### src/box_downsample_2x2_macros.svh
// Assertion macros shared by the box downsampler RTL.
// Included by the modules that carry concurrent checks; no other dependencies.
`ifndef BOX_DOWNSAMPLE_2X2_MACROS_SVH
`define BOX_DOWNSAMPLE_2X2_MACROS_SVH

// Same-cycle implication, disabled while reset is asserted.
`define BDS_ASSERT_NOW(label, clk, rst_n, ante, cons) \
  label: assert property (@(posedge clk) disable iff (!rst_n) (ante) |-> (cons)) \
    else $error("box downsampler: same-cycle check failed");

// Next-cycle implication, disabled while reset is asserted.
`define BDS_ASSERT_NEXT(label, clk, rst_n, ante, cons) \
  label: assert property (@(posedge clk) disable iff (!rst_n) (ante) |=> (cons)) \
    else $error("box downsampler: next-cycle check failed");

`endif

### src/bds_pkg.sv
// Shared types and constants of the 2x2 box downsampler.
// No dependencies; every other file of the block but the assertion macros uses it.
`default_nettype none

package bds_pkg;

  localparam int PIX_W     = 8;   // input and output pixel width
  localparam int PAIR_W    = 9;   // sum of two pixels
  localparam int SUM_W     = 10;  // sum of four pixels
  localparam int CFG_W     = 12;  // configuration data width
  localparam int CFG_IDX_W = 2;   // configuration register index width

  localparam int DEF_MAX_WIDTH  = 2048;
  localparam int DEF_MAX_HEIGHT = 2048;
  localparam int RST_WIDTH      = 640;
  localparam int RST_HEIGHT     = 480;

  typedef enum logic [CFG_IDX_W-1:0] {
    REG_WIDTH  = 2'd0,
    REG_HEIGHT = 2'd1
  } bds_reg_e;

  // Line-buffer operation decoded from one accepted item.
  typedef struct packed {
    logic              wr;    // even row, odd column: store the pair sum
    logic              rd;    // odd row, odd column: fetch and emit
    logic              rend;  // last output column
    logic              fin;   // last output pixel of the image
    logic [PAIR_W-1:0] pair;  // horizontal pair sum of this item
  } bds_op_t;

endpackage

`default_nettype wire

### src/bds_ctrl.sv
// Frame control: configuration registers, column and row counters, held left
// pixel and decode of line-buffer operations. Depends on bds_pkg.
`default_nettype none

module bds_ctrl #(
  parameter int MAX_WIDTH  = bds_pkg::DEF_MAX_WIDTH,
  parameter int MAX_HEIGHT = bds_pkg::DEF_MAX_HEIGHT,
  parameter int IDX_W      = 10
) (
  input  logic                          clk_i,
  input  logic                          rst_ni,
  input  logic                          cfg_we_i,
  input  logic [bds_pkg::CFG_IDX_W-1:0] cfg_idx_i,
  input  logic [bds_pkg::CFG_W-1:0]     cfg_wdata_i,
  input  logic                          in_valid_i,
  input  logic [bds_pkg::PIX_W-1:0]     pixel_i,
  input  logic                          slot_free_i,
  output logic                          in_ready_o,
  output bds_pkg::bds_op_t              op_o,
  output logic [IDX_W-1:0]              idx_o
);
  import bds_pkg::*;

  localparam int CW = (MAX_WIDTH > 2) ? $clog2(MAX_WIDTH) : 1;
  localparam int RW = (MAX_HEIGHT > 2) ? $clog2(MAX_HEIGHT) : 1;
  localparam int WD = $clog2(MAX_WIDTH + 1);
  localparam int HD = $clog2(MAX_HEIGHT + 1);

  function automatic logic [WD-1:0] clamp_w(input logic [CFG_W-1:0] v);
    logic [WD-1:0] r;
    if (int'(v) < 2) begin
      r = WD'(2);
    end else if (int'(v) > MAX_WIDTH) begin
      r = WD'(MAX_WIDTH);
    end else begin
      r = WD'(v);
    end
    return r;
  endfunction

  function automatic logic [HD-1:0] clamp_h(input logic [CFG_W-1:0] v);
    logic [HD-1:0] r;
    if (int'(v) < 2) begin
      r = HD'(2);
    end else if (int'(v) > MAX_HEIGHT) begin
      r = HD'(MAX_HEIGHT);
    end else begin
      r = HD'(v);
    end
    return r;
  endfunction

  logic [WD-1:0]    width_q;
  logic [HD-1:0]    height_q;
  logic [CW-1:0]    col_q;
  logic [RW-1:0]    row_q;
  logic [PIX_W-1:0] held_q;

  logic          sel_w, sel_h;
  logic          accept;
  logic [WD-1:0] w_even;
  logic [HD-1:0] h_even;
  logic          in_blk, col_last, row_last;

  always_comb begin
    sel_w = 1'b0;
    sel_h = 1'b0;
    unique case (cfg_idx_i)
      REG_WIDTH:  sel_w = 1'b1;
      REG_HEIGHT: sel_h = 1'b1;
      default: ;
    endcase
  end

  assign in_ready_o = slot_free_i;
  assign accept     = in_valid_i & slot_free_i;

  // An odd last column or row lies outside the even-sized block area and is dropped.
  assign w_even   = {width_q[WD-1:1], 1'b0};
  assign h_even   = {height_q[HD-1:1], 1'b0};
  assign in_blk   = (WD'(col_q) < w_even) && (HD'(row_q) < h_even);
  assign col_last = (WD'(col_q) == width_q - WD'(1));
  assign row_last = (HD'(row_q) == height_q - HD'(1));

  always_comb begin
    op_o.wr   = accept & in_blk & col_q[0] & ~row_q[0];
    op_o.rd   = accept & in_blk & col_q[0] & row_q[0];
    op_o.pair = {1'b0, held_q} + {1'b0, pixel_i};
    op_o.rend = (WD'(col_q) == w_even - WD'(1));
    op_o.fin  = op_o.rend && (HD'(row_q) == h_even - HD'(1));
  end

  assign idx_o = IDX_W'(col_q >> 1);

  always_ff @(posedge clk_i or negedge rst_ni) begin
    if (!rst_ni) begin
      width_q  <= clamp_w(CFG_W'(RST_WIDTH));
      height_q <= clamp_h(CFG_W'(RST_HEIGHT));
      col_q    <= '0;
      row_q    <= '0;
      held_q   <= '0;
    end else if (cfg_we_i && (sel_w || sel_h)) begin
      // A register write restarts the frame.
      if (sel_w) begin
        width_q <= clamp_w(cfg_wdata_i);
      end
      if (sel_h) begin
        height_q <= clamp_h(cfg_wdata_i);
      end
      col_q <= '0;
      row_q <= '0;
    end else if (accept) begin
      if (in_blk && !col_q[0]) begin
        held_q <= pixel_i;
      end
      if (col_last) begin
        col_q <= '0;
        row_q <= row_last ? '0 : row_q + RW'(1);
      end else begin
        col_q <= col_q + CW'(1);
      end
    end
  end

endmodule

`default_nettype wire

### config.mk
export PLATFORM = sky130hd
export DESIGN_NAME = bds_ctrl
export DESIGN_NICKNAME = d
export VERILOG_FILES = /design/src/box_downsample_2x2_macros.svh /design/src/bds_pkg.sv /design/src/bds_ctrl.sv
export SDC_FILE = /design/constraint.sdc
export NUM_CORES = 1
export LEC_CHECK = 0
export ABC_AREA = 1
export BUFFER_PORTS_ARGS = -buffer_cell sky130_fd_sc_hd__buf_4
export CORE_MARGIN = 2
export CORE_UTILIZATION = 35
export DETAILED_ROUTE_END_ITERATION = 8
export HOLD_SLACK_MARGIN = 0.06
export SLEW_MARGIN = 20
export SYNTH_ARGS = -nofsm -noshare
export SYNTH_HDL_FRONTEND = slang
export SYNTH_SLANG_ARGS = --single-unit
### constraint.sdc
create_clock -name clk_i -period 2.8 [get_ports clk_i]
set_clock_uncertainty 0.2 [all_clocks]
set_input_delay 0.42 -clock clk_i [delete_from_list [all_inputs] [get_ports clk_i]]
set_output_delay 0.42 -clock clk_i [all_outputs]
set_load 0.05 [all_outputs]
======== Word level (Yosys, flattened, before mapping) ========
Index checks and enable logic that the tools add are counted.
W data, S select, Z words.
word-level totals
  word-level logic and storage cells ...... 52
  output and inout bits ................... 24
  bits of input ports ..................... 27
  register bits ........................... 54
cells by class
  eq/ne operators ......................... 5
  muxes and demuxes ....................... 11
  bitwise operators ....................... 7
  $lt $le $gt $ge ......................... 4
  reduce and logical (&&, ||, !) cells .... 13
  add/subtract/negate cells ............... 7
operators by type and width
  operator                 number
  $mux W11                 7
  $eq A11 B12 Y1           4
  $sub A12 B1 Y12 const B  4
  $lt A11 B12 Y1           2
  $mux W12                 2
  $add A11 B1 Y11 const B  2
  $gt A12 B12 Y1 const B   1
  $lt A12 B2 Y1 const B    1
  $add A8 B8 Y9            1
  $reduce_and A2 Y1        3
  $and A1 B1 Y1            5
  $logic_and A1 B1 Y1      4
  $reduce_bool A2 Y1       2
  $reduce_and A3 Y1        1
  $eq A2 B1 Y1 const B     1
  $logic_not A2 Y1         1
  $mux W1                  2
  $not A1 Y1               2
  $logic_not A1 Y1         1
  $logic_or A1 B1 Y1       1

======== Longest topological paths before layout ========
Gate-level depths: netlist of the first run.
  depth in word-level cells ............... 6
  mapped depth ............................ 17
  mapped depth without buffers ............ 16

======== Least setup slack after synthesis of the first run ========
Ideal clock, no wire load.
  path type ............................... register to output
  from .................................... register width_q[7]
  to ...................................... output op_o[11] (netlist name)
  arrival ................................. 2.399 ns
  cell stages (with the launch flop) ...... 12
  required time ........................... 2.180 ns
  path buffers ............................ 0
  slack ................................... -0.219 ns
  cell sequence ........................... dfstp_2 inv_1 ha_1 nand2_1 nor2_1 nor2_1 nand2_1 o21ai_0 nand2_1 nor2_1 nand2_1 nor2_1
RTL lines
  element                 RTL line         source
  start, declared         bds_ctrl.sv:53   logic [WD-1:0] width_q;
  start signal, assigned  bds_ctrl.sv:97   width_q <= clamp_w(CFG_W'(RST_WIDTH));
  start signal, assigned  bds_ctrl.sv:105  width_q <= clamp_w(cfg_wdata_i);
  end, declared           bds_ctrl.sv:19   output bds_pkg::bds_op_t op_o,

==> run summary, run 1 <==
Status = finished with violations
Failing checks = negative setup slack
Die Ht = 121 um
H-tree depth = 2
Fraction of layout cells with a size suffix above 1 = 0.225
Final Power = 4580 uW
Hold WC Path Type = in2reg
Vias per cell = 4.84
First drt pass iteration count = 4
Starting density of the core = 0.361
Post-route ant nets = 0
Die ar. = 14700 um2
Number of hold violations in the final report = 0
Highest routed layer = met4
Clock Path Buffers = 2
Setup CP Type = reg2out
CP Max Fanout = 2
Mean post-synth cell area = 6.81 um2
Worst Max-Slew Pin Slew = 0.727 ns
Max_cap viols = 0
Buf/Inv on CP = 2
Core Area = 13300 um2
Final worst-path cycle share = 1.00
Hold Path Sink = width_q[11]
Count of final setup violators = 1
Crit-path max cell delay = 0.37 ns
DRC violations left = 0
Std-Cell Rows = 42
Layout net count = 847
Met2 wire len = 6540 um
Worst Path Arrival = 2.19 ns
Pins Over Slew Limit = 0
Pleak = 0.00300 uW
Die W = 121 um
Finished Core Util = 0.445
DR WL met3 = 353 um
Number of global-route vias before repair = 4389
Number of diodes = 0
Vias = 4653
I/O pin total = 51
WL final = 13400 um
Max frequency = 356 MHz
Synth cell types = 38
Post-synth ARST share = 1.00
Unrepaired setup endpoints after global routing = true
First-pass GRT wire length = 22200 um
Worst R2R End = row_q[7]
WL/cell = 13.9 um
Worst setup EP type = primary output
Worst setup SP type = flop
Detail Placement HPWL = 10400 um
Root buffer cell = clkbuf_16
Main flop type after synthesis = dfrtp_1
Clk_lat worst skew = 0.30 ns
Sequential element share of the synthesized area = 0.282
GP Congestion = 0.895
Number of synthesized flops with an enable pin = 0
Number of port buffers = 50
Hold Slack = 0.151 ns
Slowest stage cell, crit path = dfrtp_1
Max_slew headroom = 0.515
Final WS setup = -0.0104 ns
Hold Crit Depth = 3
Syn nets = 770
Largest net degree at the start of global routing = 55
CTS buffer count = 5
Reg2reg start = width_q[0]
FF-to-FF setup slack = 0.29 ns
Worst Reg-to-Reg Cells = 15
Post-synthesis cell area = 4820 um2
PD cells = 770 nW/um2
Initial antenna violation count = 0
Drt first-iter violations = 217
Minimum clock period after layout = 2.81 ns
Worst path required time = 2.18 ns
Total Routing Usage GR = 0.191
Gr ovfl total = 0
Clock sink count = 54
Hold Path Origin = cfg_wdata_i[11]
Post-Route M1 WL = 6250 um
CTS tree = yes
Yosys reg bits = 54
Ys Warns = 0
Area Growth Syn to Fin = 23.3%
Top delay family on crit path = simple AND/OR/NAND/NOR gates
Syn Inst Count = 708
VDD IR-drop max = 0.677 mV
Worst-path clk slew = 0.08 ns
Crit-path cells = inv_2 > ha_4 > nor2_1 > nor3_1 > o211a_1 > nand4_1 > nor3_2 > nand3_2 > nor2_2 > buf_6
[routing by layer]
metal  vias up  global-route usage
met5         -                   0
met4         0              0.0517
met3        23              0.0226
met2        72               0.322
met1      2144               0.260
li1       2414                   -
[worst max-delay path by stage]
stage | startpoint | endpoint | slack [ns] | cells after the start
2_1_floorplan | width_q[7] | op_o[11] | -0.04 | 11
3_3_place_gp | pixel_i[0] | op_o[8] | 0.1 | 12
3_5_place_dp | width_q[2] | op_o[9] | 0.11 | 9
4_1_cts | width_q[9] | op_o[12] | -0.03 | 12
5_1_grt | width_q[2] | op_o[9] | -0.10 | 10
6_report | width_q[2] | op_o[9] | -0.01 | 10
[state kept, by name, summed over array words and instances, names as in the netlist]
register,flops
height_q,12
width_q,12
col_q,11
row_q,11
held_q,8
[repair_timing]
item,in CTS,in global routing
buffers inserted,7,7
resized for setup,25,27
pin swaps,16,23
endpoints found under the setup margin,5,18
endpoints found under the hold margin,48,0
hold buffers,1,0
[synthesized netlist by cell type, types with 10 or more instances]
library cell / n / area [um2]
ha_1: 34 / 425
nor3_1: 10 / 50.1
a21oi_1: 14 / 70.1
nor2_1: 83 / 312
nand4_1: 16 / 100
inv_1: 77 / 289
o21ai_0: 43 / 215
dfrtp_1: 48 / 1200
nand2_1: 207 / 777
xnor2_1: 15 / 131
xor2_1: 31 / 272
nand3_1: 46 / 230
buf_4: 12 / 90.1
[through the flow]
stage               TNS [ns]  worst slack, ns  area [um2]  instances
floorplan            -0.0731          -0.0365        4830        708
global placement           0           0.0964        5500        939
detailed placement         0            0.106        5500        939
CTS                  -0.0736          -0.0337        5790        955
global route          -0.362           -0.105        5950        962
finish               -0.0104          -0.0104        5950        962
[worst min-delay path, delay by kind of cell]
| family | cells | cell delay [ns] |
|---|---|---|
| simple gates | 1 | 0.05 |
| compound gates | 1 | 0.06 |
| buf+inv | 1 | 0.10 |
[layout by cell type, fill, tap and decap left out, drive strengths merged, types with 4 or more instances in the layout]
master  instances
nand2         216
nor2           95
buf            94
inv            81
nand3          49
dfrtp          48
o21ai          43
ha             34
xor2           31
nand4          16
xnor2          15
a21oi          14
nor3           10
dfstp           6
clkbuf          6
nor4            4
[area by class of cell]
class / count / area, um2
Inverter: 81 / 304
Timing Repair Buffer: 95 / 734
Sequential cell: 54 / 1370
Clock buffer: 6 / 139
Tap cell: 176 / 220
Fill cell: 1399 / 7400
Multi-Input combinational cell: 548 / 3170
Clock inverter: 2 / 12.5
[report_power, final]
| part | switching [uW] | internal [uW] | leakage, uW |
|---|---|---|---|
| Clock | 312 | 356 | 0.0000729 |
| Sequential | 141 | 952 | 0.000682 |
| Combinational | 1750 | 1070 | 0.00224 |
| Total | 2200 | 2370 | 0.00300 |
[kinds of logic after synthesis]
group / synth area share
AO/OA/AOI/OAI: 0.0763
XOR/XNOR: 0.0882
adder cells (fa/ha/maj): 0.0924
buffers and inverters: 0.0955
flip-flops: 0.282
AND/OR/NAND/NOR: 0.366
(Power assumes the default switching activity.)
==> run 2, diff against run 1 <==
--- a/config.mk
+++ b/config.mk
@@ -5,12 +5,13 @@
 export SDC_FILE = /design/constraint.sdc
 export NUM_CORES = 1
 export LEC_CHECK = 0
-export ABC_AREA = 1
+export ABC_AREA = 0
 export BUFFER_PORTS_ARGS = -buffer_cell sky130_fd_sc_hd__buf_4
 export CORE_MARGIN = 2
 export CORE_UTILIZATION = 35
 export DETAILED_ROUTE_END_ITERATION = 8
 export HOLD_SLACK_MARGIN = 0.06
+export MAX_ROUTING_LAYER = met4
 export SLEW_MARGIN = 20
 export SYNTH_ARGS = -nofsm -noshare
 export SYNTH_HDL_FRONTEND = slang
==> run 2 against run 1 <==
Against the previous run: maximum frequency is 13% lower; global-route usage is 1.6 points higher; clock power is 11% higher; cell count is 11% lower; sequential cell count stayed put; count of clock-buffer cells in the layout is 1 lower; core utilization is 6.1 points higher; via count is 2.4% lower; sequential power is 7% lower; die area is 2.1% lower; the flow still finishes with violations (negative setup slack); final area is 12% higher.
==> run summary, run 2 <==
Max_slew headroom = 0.505 (-0.0105)
Pins Over Slew Limit = 0 (unchanged)
Post-route ant nets = 0 (unchanged)
Detail Placement HPWL = 10700 um (+3.4%)
Number of port buffers = 50 (unchanged)
Number of global-route vias before repair = 4594 (+4.7%)
Total Routing Usage GR = 0.207 (+0.0158)
Setup CP Type = reg2out
Worst-path clk slew = 0.08 ns (about the same)
Fraction of layout cells with a size suffix above 1 = 0.406 (+0.181)
Syn Inst Count = 557 (-21%)
Mean post-synth cell area = 8.47 um2 (+24%)
WL final = 14400 um (+7.4%)
Most frequent cells in the layout = buf_4, nand2_1, dfrtp_1
I/O pin total = 51 (unchanged)
Clock sink count = 54 (unchanged)
Vias = 4541 (-2.4%)
Count of final setup violators = 28 (+27)
Unrepaired setup endpoints after global routing = true
Initial antenna violation count = 0 (unchanged)
Area leader, netlist = dfrtp_1
CTS buffer count = 5 (unchanged)
Buf/Inv on CP = 2 (unchanged)
Non-Filler Cell Area, Final = 6670 um2 (+12%)
Post-placement cell area = 5860 um2 (+6.6%)
Clock Path Buffers = 2 (unchanged)
Post-synth ARST share = 1.00 (unchanged)
First-pass GRT wire length = 23200 um (+4.6%)
Largest net degree at the start of global routing = 55 (unchanged)
Die ar. = 14400 um2 (-2.1%)
Gr ovfl total = 0 (unchanged)
GP Congestion = 0.912 (+1.9%)
DRC violations left = 0 (unchanged)
Worst path required time = 2.18 ns (about the same)
Number of diodes = 0 (unchanged)
Root buffer cell = clkbuf_16
Max frequency = 308 MHz (-13%)
Max_cap viols = 0 (unchanged)
Hold Slack = 0.161 ns (+0.0104 ns)
Starting density of the core = 0.358 (-0.00356)
Worst Max-Slew Pin Slew = 0.743 ns (+0.0157 ns)
Sequential element share of the synthesized area = 0.288 (+0.00620)
PD cells = 642 nW/um2 (-17%)
Vias per cell = 5.30 (+9.7%)
CTS tree = yes
First drt pass iteration count = 4 (unchanged)
Pleak = 0.00285 uW (-5.1%)
Main flop type after synthesis = dfrtp_1
CP Max Fanout = 3 (+1)
WL/cell = 16.8 um (+21%)
Crit-path max cell delay = 0.49 ns (+0.12 ns)
Area Growth Syn to Fin = 41.4%
Pre-CTS setup slack = -0.352 ns (-0.459 ns)
Minimum clock period after layout = 3.25 ns (+0.435 ns)
Die W = 120 um (-1.0%)
# fillers = 1214 (-13%)
Top delay family on crit path = simple AND/OR/NAND/NOR gates
Yosys reg bits = 54 (unchanged)
Worst Path Arrival = 2.63 ns (+0.44 ns)
Core Area = 13200 um2 (-1.2%)
Layout net count = 741 (-13%)
Failing checks = negative setup slack
Synth cell count leaders = nand2_1, dfrtp_1, nor2_1, o21ai_0, ha_1
Drt first-iter violations = 280 (+29%)
Ys Warns = 0 (unchanged)
Std-Cell Rows = 42 (unchanged)
Final WS setup = -0.446 ns (-0.435 ns)
Most common cell after layout, fill and taps aside = buf_4
Number of synthesized flops with an enable pin = 0 (unchanged)
Hold WC Path Type = in2reg
Die Ht = 120 um (-1.0%)
Final worst-path cycle share = 1.16 (+0.155)
Worst setup EP type = primary output
Clk_lat worst skew = 0.30 ns (about the same)
Syn nets = 619 (-20%)
Final setup TNS = -2.36 ns (-2.35 ns)
Top post-synthesis cells by area = dfrtp_1, ha_1, xnor2_1
Post-synthesis cell area = 4720 um2 (-2.2%)
H-tree depth = 2 (unchanged)
Synth top area share = 0.255 (+0.00548)
Slowest stage cell, crit path = or4b_4
Status = finished with violations
Count leader, synth = nand2_1
Worst setup SP type = flop
Largest registers = height_q: 12 flops, width_q: 12 flops
Crit-path cells = inv_2 > ha_4 > or4b_4 > nor2_4 > xnor2_1 > nand3_1 > a211oi_2 > o2111a_2 > and4_4 > buf_8
VDD IR-drop max = 0.602 mV (-11%)
Number of hold violations in the final report = 0 (unchanged)
Synth cell types = 65 (+71%)
## run 2: cell count changes after synthesis, sizes merged, moves of 10 or more
cell    delta
nand2b    +11
nor2      -58
xnor2     +13
clkbuf    +20
xor2      -10
inv       -48
nand3     -25
nand2    -167
mux2      +11
## run 2: where the power goes
part / internal, uW / leakage (uW) / switching, uW
clock network: 423 / 0.0000760 / 321
logic: 1140 / 0.00211 / 1390
registers: 905 / 0.000660 / 104
## run 2: cell families (layout without fill, tap and decap cells)
family / Yosys count / after routing / share of synthesized area
flops: 54 / 54 / 0.288
simple gates: 199 / 200 / 0.237
fa+ha+maj: 35 / 35 / 0.0944
compound gates: 126 / 126 / 0.179
xor+xnor: 49 / 49 / 0.0910
mux: 14 / 14 / 0.0326
buf+inv: 80 / 202 / 0.0788
## run 2: through the flow
stage	util	std cells	total power [uW]
after CTS	0.477	846	4100
after detailed placement	0.445	829	3200
after floorplan	-	557	2490
after global routing	0.506	856	4550
after global placement	0.445	829	3160
final	0.506	856	4280
## run 2: final timing paths
kind,start,end,slack [ns],cells after the start
setup reg to reg,width_q[3],row_q[3],-0.07,12
min in group asynchronous,rst_ni,width_q[5],0.52,2
setup / recovery,width_q[1],op_o[9],-0.45,10
hold / removal,pixel_i[7],held_q[7],0.16,2
max in group asynchronous,rst_ni,height_q[4],1.39,2
hold reg to reg,held_q[5],held_q[5],0.32,1
## run 2: routing by layer
metal / up-vias / routed length, um / track usage / part of all wire
li1: 2241 / - / - / -
met1: 2179 / 6090 / 0.250 / 0.42
met2: 96 / 7310 / 0.357 / 0.51
met3: 25 / 611 / 0.0276 / 0.043
met4: 0 / 361 / 0.0684 / 0.025
met5: - / 0 / - / 0
## run 2: layout make-up
class                           count  area [um2]  share of cell area
Timing Repair Buffer              161        1310               0.196
Sequential cell                    54        1360               0.204
Inverter                           33         129              0.0193
Tap cell                          176         220              0.0330
Clock buffer                        5         125              0.0187
Multi-Input combinational cell    424        3490               0.523
Clock inverter                      3        45.0             0.00675
## run 2: worst register-to-register path, cell delays in order, from the launching register on
cell and delay (ns):
dfrtp_1 0.38, buf_6 0.14, buf_6 0.10, inv_4 0.03, buf_6 0.10, o2111a_1 0.22, o32a_1 0.39, nor4b_4 0.31
buf_4 0.16, nand4_1 0.22, buf_6 0.23, a32oi_2 0.19, o31ai_2 0.09
## run 2: timing repair
item | in CTS | in global routing
gates cloned | 0 | 2
pin swaps | 16 | 38
buffers inserted | 9 | 11
hold buffers | 1 | 0
resized for setup | 49 | 68
endpoints found under the hold margin | 48 | 0
setup endpoints to repair | 34 | 37
==> run 3, diff against run 2 <==
--- a/config.mk
+++ b/config.mk
@@ -12,6 +12,7 @@
 export DETAILED_ROUTE_END_ITERATION = 8
 export HOLD_SLACK_MARGIN = 0.06
 export MAX_ROUTING_LAYER = met4
+export RECOVER_POWER = 25
 export SLEW_MARGIN = 20
 export SYNTH_ARGS = -nofsm -noshare
 export SYNTH_HDL_FRONTEND = slang
==> run 3 against run 2 <==
Against the previous run: the flow still finishes with violations (negative setup slack); final area down 0.32%; sequential cell count unchanged; register-to-register slack about the same; via count down 0.18%; core utilization down 0.16 points; global-route usage unchanged; critical path depth unchanged; die area unchanged.
==> run summary, run 3 (same netlist as run 2, synthesis figures left out) <==
Total Routing Usage GR = 0.207 (unchanged)
Unrepaired setup endpoints after global routing = true
Post-route ant nets = 0 (unchanged)
P_int = 2460 uW (-0.15%)
Top delay family on crit path = simple AND/OR/NAND/NOR gates
Max frequency = 308 MHz (about the same)
Worst Max-Slew Pin Slew = 1.46 ns (+0.720 ns)
WL/cell = 16.8 um (-0.19%)
Die Ht = 120 um (unchanged)
Worst Path Arrival = 2.63 ns (about the same)
Worst-path clk slew = 0.08 ns (about the same)
Starting density of the core = 0.358 (unchanged)
Vias = 4533 (-0.18%)
Reg2reg start = width_q[3]
Clk_lat worst skew = 0.30 ns (about the same)
Slowest stage cell, crit path = or4b_4
Root buffer cell = clkbuf_16
First drt pass iteration count = 4 (unchanged)
VDD IR-drop max = 0.602 mV (about the same)
Final worst-path cycle share = 1.16 (about the same)
Crit-path max cell delay = 0.49 ns (about the same)
Hold Path Origin = pixel_i[7]
Clock share of power = 0.174 (about the same)
Clock sink count = 54 (unchanged)
Pre-CTS setup slack = -0.352 ns (unchanged)
DRC violations left = 0 (unchanged)
Worst Reg-to-Reg Cells = 12 (unchanged)
Hold WC Path Type = in2reg
CTS buffer count = 5 (unchanged)
Hold Crit Depth = 2 (unchanged)
Non-Filler Cell Area, Final = 6650 um2 (-0.32%)
Seq pwr share = 0.236 (about the same)
Setup CP Type = reg2out
Vias per cell = 5.30 (-0.18%)
Pleak = 0.00283 uW (-0.63%)
Combinational cell fraction of total power = 0.590 (about the same)
PD cells = 644 nW/um2 (+0.29%)
Drt first-iter violations = 245 (-13%)
Initial antenna violation count = 0 (unchanged)
Crit-path cells = inv_2 > ha_4 > or4b_4 > nor2_4 > xnor2_1 > nand3_1 > a211oi_2 > o2111a_2 > and4_4 > buf_8
Final WS setup = -0.447 ns (-0.00175 ns)
Switching part of the total = 0.425 (+0.000652)
Die W = 120 um (unchanged)
Clock Path Buffers = 2 (unchanged)
Gr ovfl total = 0 (unchanged)
CP Depth = 10 (unchanged)
Status = finished with violations
Number of global-route vias before repair = 4594 (unchanged)
Post-placement cell area = 5860 um2 (unchanged)
WL final = 14300 um (-0.19%)
H-tree depth = 2 (unchanged)
GP Congestion = 0.912 (unchanged)
Area Growth Syn to Fin = 41.0%
Minimum clock period after layout = 3.25 ns (+0.00175 ns)
Core Area = 13200 um2 (unchanged)
CP Max Fanout = 3 (unchanged)
Buf/Inv on CP = 2 (unchanged)
CP Launch Point = width_q[1]
Largest net degree at the start of global routing = 55 (unchanged)
Failing checks = negative setup slack
Die ar. = 14400 um2 (unchanged)
Worst path required time = 2.18 ns (about the same)
Max_cap viols = 0 (unchanged)
First-pass GRT wire length = 23200 um (unchanged)
Finished Core Util = 0.504 (-0.00161)
Layout net count = 741 (unchanged)
Number of port buffers = 50 (unchanged)
Number of diodes = 0 (unchanged)
Count of final setup violators = 28 (unchanged)
CTS tree = yes
Fraction of layout cells with a size suffix above 1 = 0.399 (-0.00735)
Max_slew headroom = 0.0246 (-0.480)
Switching Power = 1820 uW (+0.12%)
Number of hold violations in the final report = 0 (unchanged)
Worst setup SP type = flop
Pins Over Slew Limit = 0 (unchanged)
Most frequent cells in the layout = buf_4, nand2_1, dfrtp_1
Worst setup EP type = primary output
Most common cell after layout, fill and taps aside = buf_4
Hold Slack = 0.160 ns (-0.00186 ns)
Detail Placement HPWL = 10700 um (unchanged)
Std-Cell Rows = 42 (unchanged)
Largest registers = height_q: 12 flops, width_q: 12 flops
I/O pin total = 51 (unchanged)
==> run 3: repair_timing <==
action                                  CTS  global route
endpoints found under the setup margin   34            37
setup buffers                             9            11
endpoints found under the hold margin    48             0
gates resized for setup                  49            68
cloned                                    0             2
hold buffers                              1             0
pin swaps                                16            38
==> run 3: power by group through the flow <==
| stage | Combinational (uW) | Clock (uW) | Sequential [uW] |
|---|---|---|---|
| CTS | 2340 | 751 | 1010 |
| detailed placement | 2180 | 0 | 1020 |
| global route | 2740 | 786 | 1030 |
| finish | 2530 | 747 | 1010 |
| global placement | 2140 | 0 | 1020 |
| floorplan | 1500 | 0 | 992 |
==> run 3: final cells by class <==
type	count	area, um2
clock buffers	5	125
flip-flops and latches	54	1360
fillers	1221	6540
clock inverters	3	45.0
inverters	33	129
well taps	176	220
multi-input cells	424	3490
repair buffers	161	1280
==> run 3: metal layers <==
| layer | global-route usage | up-vias | part of all wire |
|---|---|---|---|
| met5 | - | - | 0 |
| met1 | 0.250 | 2168 | 0.42 |
| met2 | 0.357 | 97 | 0.51 |
| li1 | - | 2243 | - |
| met3 | 0.0276 | 25 | 0.044 |
| met4 | 0.0684 | 0 | 0.025 |
==> run 3: worst paths after layout <==
kind | to | slack (ns)
max | op_o[9] | -0.45
min in group asynchronous | width_q[5] | 0.80
max reg2reg | row_q[3] | -0.07
min | held_q[7] | 0.16
max in group asynchronous | held_q[1] | 0.73
min reg2reg | held_q[5] | 0.33
==> run 3: worst register-to-register path, cell delays in order, from the launching register on <==
cell      delay, ns
dfrtp_1        0.38
buf_6          0.14
buf_6          0.10
inv_4          0.03
buf_6          0.10
o2111a_1       0.22
o32a_1         0.39
nor4b_4        0.31
buf_4          0.16
nand4_1        0.22
buf_6          0.23
a32oi_2        0.19
o31ai_2        0.09
==> run 3: per-stage QoR <==
step | TNS (ns) | power [uW] | std cells
3_5_place_dp | -2.15 | 3200 | 829
2_1_floorplan | -0.996 | 2490 | 557
5_1_grt | -6.28 | 4550 | 856
3_3_place_gp | -1.22 | 3160 | 829
4_1_cts | -1.97 | 4100 | 846
6_report | -2.40 | 4280 | 856
