### config.mk
export PLATFORM = sky130hd
export DESIGN_NAME = bds_out_flat
export DESIGN_NICKNAME = d
export VERILOG_FILES = /design/src/bds_pkg.sv /design/src/bds_if.sv /design/src/bds_out.sv /design/src/flat_wrapper.sv
export VERILOG_INCLUDE_DIRS = /design/src /design/src/src
export SDC_FILE = /design/constraint.sdc
export NUM_CORES = 1
export LEC_CHECK = 0
export BUFFER_PORTS_ARGS = -buffer_cell sky130_fd_sc_hd__buf_2
export CAP_MARGIN = 20
export CORE_ASPECT_RATIO = 1.2
export CORE_MARGIN = 3
export CORE_UTILIZATION = 47
export CTS_CLUSTER_DIAMETER = 120
export DETAILED_ROUTE_END_ITERATION = 7
export HOLD_SLACK_MARGIN = 0.06
export PLACE_DENSITY = 0.76
export SLEW_MARGIN = 0
export SYNTH_ARGS = -nofsm -noshare
export SYNTH_HDL_FRONTEND = slang
export SYNTH_SLANG_ARGS = --single-unit
### constraint.sdc
create_clock -name clk_i -period 2.5 [get_ports clk_i]
set_input_delay 0.25 -clock clk_i [delete_from_list [all_inputs] [get_ports clk_i]]
set_output_delay 0.25 -clock clk_i [all_outputs]
set_load 0.05 [all_outputs]
### src/box_downsample_2x2_macros.svh
// Assertion macros shared by the box downsampler RTL.
// Included by the modules that carry concurrent checks; no other dependencies.
`ifndef BOX_DOWNSAMPLE_2X2_MACROS_SVH
`define BOX_DOWNSAMPLE_2X2_MACROS_SVH

// Same-cycle implication, disabled while reset is asserted.
`define BDS_ASSERT_NOW(label, clk, rst_n, ante, cons) \
  label: assert property (@(posedge clk) disable iff (!rst_n) (ante) |-> (cons)) \
    else $error("box downsampler: same-cycle check failed");

// Next-cycle implication, disabled while reset is asserted.
`define BDS_ASSERT_NEXT(label, clk, rst_n, ante, cons) \
  label: assert property (@(posedge clk) disable iff (!rst_n) (ante) |=> (cons)) \
    else $error("box downsampler: next-cycle check failed");

`endif

### src/bds_pkg.sv
// Shared types and constants of the 2x2 box downsampler.
// No dependencies; every other file of the block but the assertion macros uses it.
`default_nettype none

package bds_pkg;

  localparam int PIX_W     = 8;   // input and output pixel width
  localparam int PAIR_W    = 9;   // sum of two pixels
  localparam int SUM_W     = 10;  // sum of four pixels
  localparam int CFG_W     = 12;  // configuration data width
  localparam int CFG_IDX_W = 2;   // configuration register index width

  localparam int DEF_MAX_WIDTH  = 2048;
  localparam int DEF_MAX_HEIGHT = 2048;
  localparam int RST_WIDTH      = 640;
  localparam int RST_HEIGHT     = 480;

  typedef enum logic [CFG_IDX_W-1:0] {
    REG_WIDTH  = 2'd0,
    REG_HEIGHT = 2'd1
  } bds_reg_e;

  // Line-buffer operation decoded from one accepted item.
  typedef struct packed {
    logic              wr;    // even row, odd column: store the pair sum
    logic              rd;    // odd row, odd column: fetch and emit
    logic              rend;  // last output column
    logic              fin;   // last output pixel of the image
    logic [PAIR_W-1:0] pair;  // horizontal pair sum of this item
  } bds_op_t;

endpackage

`default_nettype wire

### src/bds_if.sv
// Valid/ready stream interfaces for the input pixels and the output results.
// Depends on bds_pkg for the payload widths.
`default_nettype none


interface bds_res_if;
  logic                       valid;
  logic                       ready;
  logic [bds_pkg::PIX_W-1:0]  out_pixel;
  logic                       row_end;
  logic                       last;

  modport source (output valid, output out_pixel, output row_end, output last, input ready);
  modport sink   (input valid, input out_pixel, input row_end, input last, output ready);
endinterface

`default_nettype wire

### src/bds_out.sv
// Result path: holding stage aligned with the line-buffer read, final sum and
// output register. Depends on bds_pkg, bds_if and the assertion macros.
`default_nettype none
`include "box_downsample_2x2_macros.svh"

module bds_out (
  input  logic                       clk_i,
  input  logic                       rst_ni,
  input  logic                       rd_en_i,
  input  bds_pkg::bds_op_t           op_i,
  input  logic [bds_pkg::PAIR_W-1:0] rdata_i,
  output logic                       slot_free_o,
  bds_res_if.source                  res
);
  import bds_pkg::*;

  logic              b_valid_q;
  logic [PAIR_W-1:0] b_pair_q;
  logic              b_rend_q, b_fin_q;
  logic              o_valid_q;
  logic [PIX_W-1:0]  o_pix_q;
  logic              o_rend_q, o_last_q;

  logic              o_free, b_move;
  logic [SUM_W-1:0]  sum;

  assign o_free      = !o_valid_q || res.ready;
  assign b_move      = b_valid_q && o_free;
  assign slot_free_o = !b_valid_q || b_move;
  assign sum         = {1'b0, rdata_i} + {1'b0, b_pair_q};

  always_ff @(posedge clk_i or negedge rst_ni) begin
    if (!rst_ni) begin
      b_valid_q <= 1'b0;
      o_valid_q <= 1'b0;
    end else begin
      if (rd_en_i) begin
        b_valid_q <= 1'b1;
      end else if (b_move) begin
        b_valid_q <= 1'b0;
      end
      if (b_move) begin
        o_valid_q <= 1'b1;
      end else if (res.ready) begin
        o_valid_q <= 1'b0;
      end
    end
  end

  always_ff @(posedge clk_i) begin
    if (rd_en_i) begin
      b_pair_q <= op_i.pair;
      b_rend_q <= op_i.rend;
      b_fin_q  <= op_i.fin;
    end
    if (b_move) begin
      o_pix_q  <= sum[SUM_W-1:2];
      o_rend_q <= b_rend_q;
      o_last_q <= b_fin_q;
    end
  end

  assign res.valid     = o_valid_q;
  assign res.out_pixel = o_pix_q;
  assign res.row_end   = o_rend_q;
  assign res.last      = o_last_q;

  `BDS_ASSERT_NOW(a_read_needs_slot, clk_i, rst_ni, rd_en_i, slot_free_o)
  `BDS_ASSERT_NEXT(a_read_fills_stage, clk_i, rst_ni, rd_en_i, b_valid_q)
  `BDS_ASSERT_NEXT(a_stage_not_lost, clk_i, rst_ni, b_valid_q && !o_free, b_valid_q)
  `BDS_ASSERT_NOW(a_last_ends_row, clk_i, rst_ni, o_valid_q && o_last_q, o_rend_q)

endmodule

`default_nettype wire
### src/flat_wrapper.sv
// flat-port wrapper written by rule: the top's interface ports become plain ports
module bds_out_flat import bds_pkg::*;
  (clk_i, rst_ni, rd_en_i, op_i, rdata_i, slot_free_o, res_valid, res_out_pixel, res_row_end, res_last, res_ready);
  bds_res_if res_i ();
  input  logic clk_i;
  input  logic rst_ni;
  input  logic rd_en_i;
  input  bds_pkg::bds_op_t op_i;
  input  logic [bds_pkg::PAIR_W-1:0] rdata_i;
  output logic slot_free_o;
  output wire logic [$bits(res_i.valid)-1:0] res_valid;
  output wire logic [$bits(res_i.out_pixel)-1:0] res_out_pixel;
  output wire logic [$bits(res_i.row_end)-1:0] res_row_end;
  output wire logic [$bits(res_i.last)-1:0] res_last;
  input wire logic [$bits(res_i.ready)-1:0] res_ready;
  assign res_valid = res_i.valid;
  assign res_out_pixel = res_i.out_pixel;
  assign res_row_end = res_i.row_end;
  assign res_last = res_i.last;
  assign res_i.ready = res_ready;
  bds_out u_core (.clk_i(clk_i), .rst_ni(rst_ni), .rd_en_i(rd_en_i), .op_i(op_i), .rdata_i(rdata_i), .slot_free_o(slot_free_o), .res(res_i));
endmodule
# == After elaboration in Yosys (flattened, before gate mapping) ==
# Cells that the tools add are included.
# op_classes
n_addsub,1
mux,4
n_reduce_logical,7
# op_table
op,n
$add 9x9->10,1
$mux 1,4
$reduce_bool 2->1,2
$logic_not 1->1,2
$logic_or 1x1->1,2
$logic_and 1x1->1,1
# totals
ff_bits,23
in_bits,26
output_inout_bits,12
elab_cells,20

# == Longest topological paths before layout ==
# Gate-level depths: netlist (run 1).
# logic_depth
depth_word,5
mapped_depth,5
ltp_nobuf,5

# == Worst setup path before layout (run 1) ==
# OpenSTA, ideal clock, no wires.
# synth_timing
path_type,flip-flop to flip-flop
from,register u_core.b_pair_q[4]
to,"register u_core.o_pix_q[6] (netlist: u_core.res.out_pixel[6]), data pin"
setup_ps,262
t_arrival_ps,1587
required_ps,2238
setup_slack_ps,652
path_stages_with_launch,6
path_buffers,0
synth_period_minus_slack_ps,1848
cell_sequence,edfxtp_1 -> ha_1 -> and3_1 -> a221o_1 -> a221oi_2 -> xnor2_1
# synth_between
elab_chain_len,1
# synth_lines
element,line,source
"start, declared",bds_out.sv:18,logic [PAIR_W-1:0] b_pair_q;
"start signal, assigned",bds_out.sv:52,b_pair_q <= op_i.pair;
$add 9x9->10,bds_out.sv:30,"assign sum = {1'b0, rdata_i} + {1'b0, b_pair_q};"
via u_core.sum[8],bds_out.sv:25,logic [SUM_W-1:0] sum;
"end signal, assigned",bds_out.sv:57,o_pix_q <= sum[SUM_W-1:2];
"end, declared",bds_out.sv:21,logic [PIX_W-1:0] o_pix_q;
# The timed path passes the listed nets, and every way through them passes these cells.
# A chain may end at the register's enable or synchronous reset.

# == Final worst setup path (run 1) ==
# layout_timing
from,register u_core.b_pair_q[4]
to,"register u_core.o_pix_q[7] (netlist: u_core.res.out_pixel[7]), data pin"
# The elaborated chain is that of the path after synthesis.

==> results of run 1 <==
[cell usage in the layout (no fill, tap or decap), types with 2 or more instances in the layout]
master    instances
buf_2            35
dfrtp_1           2
nand2b_1          3
o21a_1            2
edfxtp_1         21
clkbuf_4          3
xnor2_1           4
ha_1              8
and2_1            2
nor2_1            3
a21oi_1           2
a21boi_0          2
[through the flow]
| stage | hold WS (ns) | total power (uW) | cell area [um^2] | utilization | setup WS [ns] |
|---|---|---|---|---|---|
| after floorplan | -0.0456 | 658 | 1000 | - | 0.652 |
| after global placement | 0.0342 | 710 | 1220 | 0.630 | 0.566 |
| after detailed placement | 0.0368 | 717 | 1220 | 0.630 | 0.566 |
| after CTS | 0.112 | 876 | 1260 | 0.649 | 0.542 |
| after global routing | 0.0924 | 917 | 1260 | 0.649 | 0.463 |
| final | 0.117 | 870 | 1260 | 0.649 | 0.550 |
[registers in the layout, indices dropped and copies added, names as in the netlist]
name                  count
u_core.b_pair_q           9
u_core.res.out_pixel      8
u_core.b_fin_q            1
u_core.b_rend_q           1
u_core.b_valid_q          1
u_core.res.last           1
u_core.res.row_end        1
u_core.res.valid          1
[routing by layer]
layer,vias up,share of wire,track usage
li1,326,-,-
met3,2,0.050,0.0192
met4,0,0.011,0.0462
met5,-,0,0
met1,290,0.40,0.137
met2,23,0.54,0.218
[where the power goes]
part | switching [uW] | total (uW) | internal (uW)
sequential | 9.69 | 480 | 471
combinational | 150 | 228 | 77.5
clock | 100 | 162 | 62.0
total | 260 | 870 | 610
[what timing repair did]
action,in CTS,in global routing
endpoints found under the hold margin,2,0
hold buffers,1,0
buffers inserted,0,0
[how the worst max path moves through the flow]
stage	from	end	slack, ns	depth (start not counted)
global placement	rdata_i[4]	u_core.res.out_pixel[6]$_DFFE_PP_	0.57	6
detailed placement	u_core.b_pair_q[4]$_DFFE_PP_	u_core.res.out_pixel[7]$_DFFE_PP_	0.57	5
finish	u_core.b_pair_q[4]$_DFFE_PP_	u_core.res.out_pixel[7]$_DFFE_PP_	0.55	5
global route	u_core.b_pair_q[5]$_DFFE_PP_	u_core.res.out_pixel[7]$_DFFE_PP_	0.46	5
CTS	u_core.b_pair_q[4]$_DFFE_PP_	u_core.res.out_pixel[7]$_DFFE_PP_	0.54	5
floorplan	u_core.b_pair_q[4]$_DFFE_PP_	u_core.res.out_pixel[6]$_DFFE_PP_	0.65	5
[logic make-up (layout without fill, tap and decap cells)]
kind of cell    count (synthesis)  after routing  synth area share
simple gates                   12             12            0.0662
compound gates                 14             14             0.107
fa+ha+maj                       8              8            0.0999
buf+inv                         1             42           0.00374
xor+xnor                        5              5            0.0437
flops                          23             23             0.679
[cell type report]
cell class                      count  area share
Inverter                            1     0.00299
Multi-Input combinational cell     39       0.253
Tap cell                           28      0.0279
Clock buffer                        4      0.0209
Timing Repair Buffer               37       0.153
Sequential cell                    23       0.542
==> summary.md, run 1 <==
| Metric | Value |
|---|---|
| Final Net Count | `~140` |
| Minimum clock period | `slightly below 2 ns` |
| Commonest cells post-synth | `21 x edfxtp_1, 8 x ha_1, 4 x xnor2_1` |
| Input/output buffers | `35` |
| Max-slew violations | `0` |
| ANT cells | `0` |
| DR WL/cell | `about 11 um` |
| Top fanout value on the critical path | `4` |
| WP data arrival | `around 2.0 ns` |
| Post-CTS sizing | `0` |
| Vias | `641` |
| Root Driver | `clkbuf_4` |
| CP Cell Sequence | `ha_1, and3_1, a221o_1, a221oi_2, o21bai_1` |
| DRC | `0` |
| Yosys reg bits | `23` |
| Worst reg2reg endpoint | `u_core.res.out_pixel[7]$_DFFE_PP_` |
| Site Rows | `17` |
| Placed Instances | `roughly 130` |
| WHS Path Cells | `1` |
| First-pass GRT wire length | `between 2 and 2.5 mm` |
| Syn Inst Count | `63` |
| GRT overflow | `0` |
| Hold Crit Class | `in -> reg` |
| Worst vdd ir | `~0.00042 V` |
| Least-Margin Pin Slew | `approximately 0.42 ns` |
| R2r startpoint | `u_core.b_pair_q[4]$_DFFE_PP_` |
| Total clock sinks | `23` |
| Total Die Area | `between 2000 and 3000 um^2` |
| Total CTS buffers | `3` |
| Final Hold Vio Count | `0` |
| Max Root-Sink Buffers | `2` |
| DPL Wire Length | `between 1 and 1.5 mm` |
| DR vias/cell | `approximately 5` |
| Core area | `1940 um^2` |
| Drt initial violations | `4` |
| Worst path slowest cell | `edfxtp_1` |
| Number of distinct library cells after synthesis | `24` |
| Setup TNS | `0 ns` |
| Pwr dens | `a little under 700 nW/um^2` |
| Area contributors post-synth | `edfxtp_1 63%, ha_1 10%, dfrtp_1 5.0%` |
| Share of Yosys cell area claimed by the top area cell type | `0.629` |
| Worst reg2reg setup slack | `about 0.55 ns` |
| Syn nets | `97` |
| Sequential-to-total area share from yosys stat | `0.679` |
| Final Wtd Congestion | `between 0.6 and 0.7` |
| Hold worst-path end | `u_core.b_fin_q$_DFFE_PP_` |
| Die Ht | `between 50 and 60 um` |
| First-pass iteration count of the detailed router | `4` |
| F_max | `roughly 510 MHz` |
| Starting density of the core | `0.518` |
| Number of synthesized flops with an enable pin | `21` |
| RSZ-0062 raised after global routing | `false` |
| Post-Syn Area per Cell | `between 15 and 20 um^2` |
| Worst path buffer plus inverter count | `0` |
| Register area | `681 um^2` |
| Req. time, crit path | `about 2.6 ns` |
| Critical Path Source Type | `flip-flop` |
| Fraction of layout cells with a size suffix above 1 | `0.385` |
| Gr usage total | `0.123` |
| Most common cell in the netlist | `edfxtp_1` |
| Outcome | `finished clean` |
| Pleak | `approximately 0.00053 uW` |
| Clock latency on the worst-skew pair | `0.30 ns` |
| H-Tree Depth | `1` |
| Cells on worst reg2reg path | `5` |
| Initial antenna violation count | `0` |
| Yosys top cell by area | `edfxtp_1` |
| CTS tree | `built` |
| Area occupied by multi-input gates | `about 320 um^2` |
| Die X | `roughly 48 um` |
| Worst Skew | `0.00511 ns` |
| Final setup viols | `0` |
| Filler cells | `150` |
| WS Path Type | `reg -> reg` |
| Mapped Area | `between 1000 and 1500 um^2` |
| Io pins | `38` |
| Min-Delay Startpoint | `op_i[9]` |
| Largest net degree at the start of global routing | `13` |
| Synth warn | `0` |
| Final ANT Viol Nets | `0` |
| Fin crit share | `0.780` |
| Max Cap Viol | `0` |
| Async S/R FF share, synth | `0.0870` |
| DRT Wirelength | `1.51 mm` |
| Slew Limit Headroom | `0.718` |
| Area Growth Syn to Fin | `25.3%` |
| Max incr delay on CP | `0.39 ns` |
| Final non-filler cell total | `around 130` |
| Clk slew on worst S/H paths | `0.12 ns` |
| Worst setup EP type | `flip-flop` |
| Kind of cell adding the most delay to the critical path | `compound AO/OA/AOI/OAI gates` |
| Vias in the first global route | `635` |
| Ys flop type | `edfxtp_1` |
(Power assumes the default switching activity.)
==> inputs of run 2 (changes only) <==
- CORE_UTILIZATION: 47 -> 42
- PLACE_DENSITY: 0.76 -> 0.72
- clock period: 2.5 -> 1.6 ns (I/O delays scaled with it)
==> run 2 against run 1 <==
Clock power grew 60%. First-iteration DRC count rose to 4.5 times the previous value. Global-route usage up 2.8 points. Clock skew shrank 0.0037 ns. Sequential power up 57%. Count of clock-buffer cells in the layout stayed put. Maximum frequency is 3.9% higher. The flow now finishes with violations (setup timing). Critical endpoint unchanged. Routed wire length is 30% higher. Via count increased by 15%. Register-to-register slack lost 0.83 ns. Critical path depth did not move. Total power increased by 70%.
==> summary.md, run 2 (synthesis gave the netlist of run 1 again) <==
| Metric | Value |
|---|---|
| Worst Skew | `0.00140 ns (-0.00372 ns)` |
| Max Cap Viol | `0 (unchanged)` |
| GRT overflow | `0 (unchanged)` |
| Gr usage total | `0.151 (+0.0276)` |
| DPL Wire Length | `1.32 mm (+6.0%)` |
| Total Die Area | `3010 um^2 (+10%)` |
| Sw Share | `0.304 (+0.00478)` |
| Crit. Startpoint | `u_core.b_pair_q[5]$_DFFE_PP_` |
| Total clock sinks | `23 (unchanged)` |
| CP endpoint | `u_core.res.out_pixel[7]$_DFFE_PP_` |
| WP data arrival | `1.93 ns (-0.08 ns)` |
| Area occupied by multi-input gates | `408 um^2 (+28%)` |
| Setup TNS | `-0.799 ns (-0.799 ns)` |
| Final Total Pwr | `1480 uW (+70%)` |
| Critical Path Source Type | `flip-flop` |
| Logic pwr share | `0.313 (+0.051)` |
| Initial antenna violation count | `0 (unchanged)` |
| H-Tree Depth | `1 (unchanged)` |
| R2r startpoint | `u_core.b_pair_q[5]$_DFFE_PP_` |
| Met3 Use GR | `0.0227 (+0.00344)` |
| Starting density of the core | `0.464 (-0.0542)` |
| Drt initial violations | `18 (+14)` |
| ANT cells | `0 (unchanged)` |
| Pleak | `0.000633 uW (+18%)` |
| Commonest non-fill, non-tap cells in the layout | `35 x buf_2, 21 x edfxtp_1, 12 x dlygate4sd3_1, 8 x buf_4` |
| CTS tree | `built` |
| First-pass GRT wire length | `3.24 mm (+32%)` |
| Final setup viols | `5 (+5)` |
| RSZ-0062 raised after global routing | `true` |
| Vias in the first global route | `766 (+21%)` |
| DRC | `0 (unchanged)` |
| Worst vdd ir | `0.000674 V (+61%)` |
| Area Growth Syn to Fin | `53.1%` |
| Filler cells | `163 (+8.7%)` |
| Commonest non-fill, non-tap cell in the layout | `buf_2` |
| Place WS | `-0.269 ns (-0.835 ns)` |
| Top fanout value on the critical path | `3 (-1)` |
| Met2 GRT Util | `0.285 (+0.0672)` |
| Worst reg2reg setup slack | `-0.28 ns (-0.83 ns)` |
| P_sw | `448 uW (+72%)` |
| Final Wtd Congestion | `0.697 (+1.4%)` |
| Worst setup EP type | `flip-flop` |
| Site Rows | `18 (+1)` |
| GRT busiest layer | `met2` |
| Fin crit share | `1.17 (+0.393)` |
| Io pins | `38 (unchanged)` |
| WS Path Type | `reg -> reg` |
| PnR worst setup slack | `-0.276 ns (-0.826 ns)` |
| DR vias/cell | `4.78 (-1.6%)` |
| DR WL/cell | `12.8 um (+11%)` |
| Max reg flops | `9 (unchanged)` |
| Minimum clock period | `1.88 ns (-0.0740 ns)` |
| Outcome | `finished with violations` |
| Clk slew on worst S/H paths | `0.12 ns (about the same)` |
| Met1 global-route usage | `0.149 (+0.0126)` |
| Hold Crit Class | `in -> reg` |
| Final ANT Viol Nets | `0 (unchanged)` |
| Vias | `736 (+15%)` |
| Clock power frac | `0.176 (-0.010)` |
| Input/output buffers | `35 (unchanged)` |
| Max-slew violations | `0 (unchanged)` |
| Largest net degree at the start of global routing | `13 (unchanged)` |
| Final core occ | `0.709 (+0.0605)` |
| Max Root-Sink Buffers | `2 (unchanged)` |
| Die X | `50.6 um (+5.1%)` |
| Final Hold Vio Count | `0 (unchanged)` |
| First-pass iteration count of the detailed router | `2 (-2)` |
| Fraction of layout cells with a size suffix above 1 | `0.492 (+0.107)` |
| Final Net Count | `159 (+14%)` |
| F_max | `533 MHz (+3.9%)` |
| Core area | `2160 um^2 (+12%)` |
| Cells on worst reg2reg path | `5 (unchanged)` |
| Clock latency on the worst-skew pair | `0.30 ns (about the same)` |
| DRT Wirelength | `1.97 mm (+30%)` |
| Req. time, crit path | `1.66 ns (-0.90 ns)` |
| Total CTS buffers | `3 (unchanged)` |
| Die Ht | `59.5 um (+5.2%)` |
| Register area | `681 um^2 (unchanged)` |
| Pwr dens | `962 nW/um^2 (+39%)` |
| Slew Limit Headroom | `0.714 (-0.00437)` |
| Largest Register | `u_core.b_pair_q` |
| Int Pwr | `1030 uW (+68%)` |
| Worst reg2reg endpoint | `u_core.res.out_pixel[7]$_DFFE_PP_` |
| Failing checks | `setup timing` |
| Least-Margin Pin Slew | `0.429 ns (+0.00656 ns)` |
| Root Driver | `clkbuf_4` |
| Sequential power share | `0.511 (-0.041)` |
-- run 2: through the flow --
stage | hold WS [ns] | instance area [um^2] | std cells
after floorplan | -0.136 | 1050 | 63
after global placement | -0.0558 | 1310 | 134
after detailed placement | -0.0529 | 1310 | 134
after CTS | 0.117 | 1520 | 155
after global routing | 0.127 | 1530 | 154
final | 0.128 | 1530 | 154
-- run 2: worst min-delay path by stage --
stage,from,endpoint,slack [ns],cells after the start
after detailed placement,rst_ni,u_core.res.valid$_DFFE_PN0P_,-0.05,1
after global routing,rst_ni,u_core.res.valid$_DFFE_PN0P_,0.13,2
after global placement,rst_ni,u_core.b_valid_q$_DFFE_PN0P_,-0.06,1
after floorplan,rst_ni,u_core.b_valid_q$_DFFE_PN0P_,-0.14,0
after CTS,res_ready,u_core.res.valid$_DFFE_PN0P_,0.12,3
final,res_ready,u_core.res.valid$_DFFE_PN0P_,0.13,3
-- run 2: power groups by stage --
| stage | registers, uW | clock network (uW) | logic [uW] |
|---|---|---|---|
| after floorplan | 894 | 0 | 151 |
| after global placement | 765 | 0 | 381 |
| after detailed placement | 768 | 0 | 392 |
| after CTS | 755 | 270 | 444 |
| after global routing | 759 | 297 | 497 |
| final | 755 | 259 | 462 |
-- run 2: layout make-up --
type,count,area share
tap,30,0.0245
sequential,23,0.444
multi-input combinational,39,0.266
inverter,1,0.00245
timing repair buffer,57,0.246
clock buffer,4,0.0171
-- run 2: routing by layer --
layer | wire, um | vias up
li1 | - | 367
met1 | 751 | 341
met2 | 1100 | 24
met3 | 81 | 4
met4 | 35 | 0
met5 | 0 | -
-- run 2: timing repair --
action                     4_1_cts  5_1_grt
setup buffers                    5        1
pin swaps                        6        6
setup endpoints to repair        6        7
hold endpoints to repair        13        0
cloned                           0        0
hold buffers                    12        0
resized for setup                6        6
-- run 2: worst max-delay path, stage by stage (launching register included) --
cell	delay, ns
edfxtp_1	0.43
ha_4	0.24
a21o_1	0.17
a221o_1	0.34
a221oi_2	0.33
o21bai_1	0.13
==> inputs of run 3 (changes only) <==
- HOLD_SLACK_MARGIN: 0.06 -> unset
- SETUP_SLACK_MARGIN: unset -> 0.5
==> run 3 against run 2 <==
The run still ends with setup timing left. Global-route usage decreased by 1.5 points. Via count decreased by 1.2%. Design area decreased by 2.1%. Clock power about the same. Count of clock-buffer cells in the layout unchanged. Die area unchanged. Sequential power about the same. First-iteration DRC count decreased by 67%. Sequential share of layout area increased by 1.0 points. Core utilization decreased by 1.5 points. Clock skew decreased by 0.00074 ns. Critical path type unchanged. Largest power group unchanged.
==> summary.md, run 3 (synthesis gave the netlist of run 1 again) <==
| Metric | Value |
|---|---|
| Fraction of layout cells with a size suffix above 1 | `0.573 (+0.0807)` |
| R2r startpoint | `u_core.b_pair_q[5]$_DFFE_PP_` |
| Commonest non-fill, non-tap cell in the layout | `buf_2` |
| Total clock sinks | `23 (unchanged)` |
| Worst Skew | `0.000659 ns (-0.000737 ns)` |
| Total Die Area | `3010 um^2 (unchanged)` |
| Starting density of the core | `0.464 (unchanged)` |
| Max reg flops | `9 (unchanged)` |
| RSZ-0062 raised after global routing | `true` |
| Crit. Startpoint | `u_core.b_pair_q[5]$_DFFE_PP_` |
| Final setup viols | `6 (+1)` |
| Clk slew on worst S/H paths | `0.12 ns (about the same)` |
| DR WL/cell | `13.6 um (+6.9%)` |
| DRT Wirelength | `2.01 mm (+2.0%)` |
| Commonest non-fill, non-tap cells in the layout | `26 x buf_2, 21 x edfxtp_1, 17 x buf_4, 5 x buf_6` |
| WS Path Type | `reg -> reg` |
| Int Pwr | `1050 uW (+1.9%)` |
| Critical Path Source Type | `flip-flop` |
| DRC | `0 (unchanged)` |
| Drt initial violations | `6 (-12)` |
| Total CTS buffers | `3 (unchanged)` |
| Die Ht | `59.5 um (unchanged)` |
| Top fanout value on the critical path | `3 (unchanged)` |
| Io pins | `38 (unchanged)` |
| F_max | `532 MHz (-0.18%)` |
| Sw Share | `0.303 (-0.000699)` |
| ANT cells | `0 (unchanged)` |
| Final Net Count | `152 (-4.4%)` |
| Die X | `50.6 um (unchanged)` |
| Final ANT Viol Nets | `0 (unchanged)` |
| Sequential power share | `0.505 (-0.006)` |
| Vias in the first global route | `735 (-4.0%)` |
| Worst vdd ir | `0.000846 V (+25%)` |
| Max Root-Sink Buffers | `2 (unchanged)` |
| Clock latency on the worst-skew pair | `0.30 ns (about the same)` |
| Gr usage total | `0.136 (-0.0153)` |
| Initial antenna violation count | `0 (unchanged)` |
| Max Cap Viol | `0 (unchanged)` |
| Area Growth Syn to Fin | `49.8%` |
| Max-slew violations | `0 (unchanged)` |
| Root Driver | `clkbuf_4` |
| Final core occ | `0.694 (-0.0150)` |
| H-Tree Depth | `1 (unchanged)` |
| P_sw | `456 uW (+1.6%)` |
| Clock power frac | `0.173 (-0.003)` |
| Final Wtd Congestion | `0.831 (+19%)` |
| Logic pwr share | `0.322 (+0.009)` |
| Core area | `2160 um^2 (unchanged)` |
| Minimum clock period | `1.88 ns (+0.00337 ns)` |
| Vias | `727 (-1.2%)` |
| Largest net degree at the start of global routing | `13 (unchanged)` |
| Fin crit share | `1.17 (+0.00210)` |
| Filler cells | `163 (unchanged)` |
| Input/output buffers | `35 (unchanged)` |
| First-pass GRT wire length | `2.95 mm (-9.2%)` |
| Pleak | `0.000625 uW (-1.2%)` |
| Min-Delay Startpoint | `op_i[10]` |
| Worst hold slack | `0.0249 ns (-0.103 ns)` |
| Least-Margin Pin Slew | `0.275 ns (-0.154 ns)` |
| Worst setup EP type | `flip-flop` |
| Site Rows | `18 (unchanged)` |
| Pwr dens | `1000 nW/um^2 (+4.0%)` |
| First-pass iteration count of the detailed router | `4 (+2)` |
| Final Hold Vio Count | `0 (unchanged)` |
| Largest Register | `u_core.b_pair_q` |
| WP data arrival | `1.94 ns (about the same)` |
| Register area | `682 um^2 (+0.18%)` |
| Slew Limit Headroom | `0.816 (+0.102)` |
| Outcome | `finished with violations` |
| Req. time, crit path | `1.66 ns (about the same)` |
| DPL Wire Length | `1.40 mm (+6.3%)` |
| GRT overflow | `0 (unchanged)` |
| Area occupied by multi-input gates | `418 um^2 (+2.5%)` |
| PnR worst setup slack | `-0.280 ns (-0.00337 ns)` |
| Hold Crit Class | `in -> reg` |
| DR vias/cell | `4.95 (+3.5%)` |
| CTS tree | `built` |
| Failing checks | `setup timing` |
-- run 3: cell types whose count changed in the layout (fill, tap and decap cells not counted), sizes merged --
cell / before / now
buf: 45 / 48
dlygate4sd3: 12 / 2
-- run 3: critical path: stages (launching register included) --
cell and delay (ns):
edfxtp_1 0.43, ha_4 0.24, a21o_1 0.18, a221o_1 0.36
a221oi_2 0.32, o21bai_1 0.12
-- run 3: layout make-up --
type                       count  area share
inverter                       1     0.00250
clock buffer                   4      0.0175
sequential                    23       0.454
timing repair buffer          50       0.222
multi-input combinational     39       0.278
tap                           30      0.0250
-- run 3: power groups by stage --
stage                     Sequential, uW  Clock (uW)  Combinational (uW)
after detailed placement             770           0                 400
after global routing                 764         299                 516
after CTS                            757         267                 440
final                                758         260                 484
after global placement               768           0                 388
after floorplan                      896           0                 158
-- run 3: path summary, 6_finish.rpt --
| kind | end | slack (ns) | cells past startpoint |
|---|---|---|---|
| worst max register to register | u_core.res.out_pixel[7]$_DFFE_PP_ | -0.28 | 5 |
| worst min-delay path | u_core.b_rend_q$_DFFE_PP_ | 0.02 | 1 |
| min in group asynchronous | u_core.res.valid$_DFFE_PN0P_ | 0.17 | 2 |
| max in group asynchronous | u_core.res.valid$_DFFE_PN0P_ | 1.33 | 2 |
| worst min register to register | u_core.res.last$_DFFE_PP_ | 0.43 | 0 |
| worst max-delay path | u_core.res.out_pixel[7]$_DFFE_PP_ | -0.28 | 5 |
-- run 3: metrics by stage --
| stage | worst slack (ns) | total power [uW] | instances | TNS (ns) | instance area, um^2 |
|---|---|---|---|---|---|
| 6_report | -0.280 | 1500 | 147 | -0.900 | 1500 |
| 5_1_grt | -0.315 | 1580 | 147 | -1.26 | 1500 |
| 4_1_cts | -0.272 | 1460 | 144 | -0.876 | 1430 |
| 3_5_place_dp | -0.273 | 1170 | 133 | -0.802 | 1320 |
| 3_3_place_gp | -0.226 | 1160 | 133 | -0.646 | 1320 |
| 2_1_floorplan | -0.170 | 1050 | 63 | -0.343 | 1070 |
-- run 3: repair_timing --
| item | CTS | global route |
|---|---|---|
| buffers inserted | 6 | 2 |
| setup endpoints to repair | 10 | 17 |
| gates resized for setup | 8 | 20 |
| hold buffers | 1 | 1 |
| hold endpoints to repair | 2 | 1 |
| pin swaps | 5 | 5 |
-- run 3: layer usage --
metal / up-vias / wire length, um / track usage
li1: 353 / - / -
met1: 347 / 682 / 0.124
met2: 25 / 1190 / 0.271
met3: 2 / 115 / 0.0327
met4: 0 / 20 / 0.0692
met5: - / 0 / 0
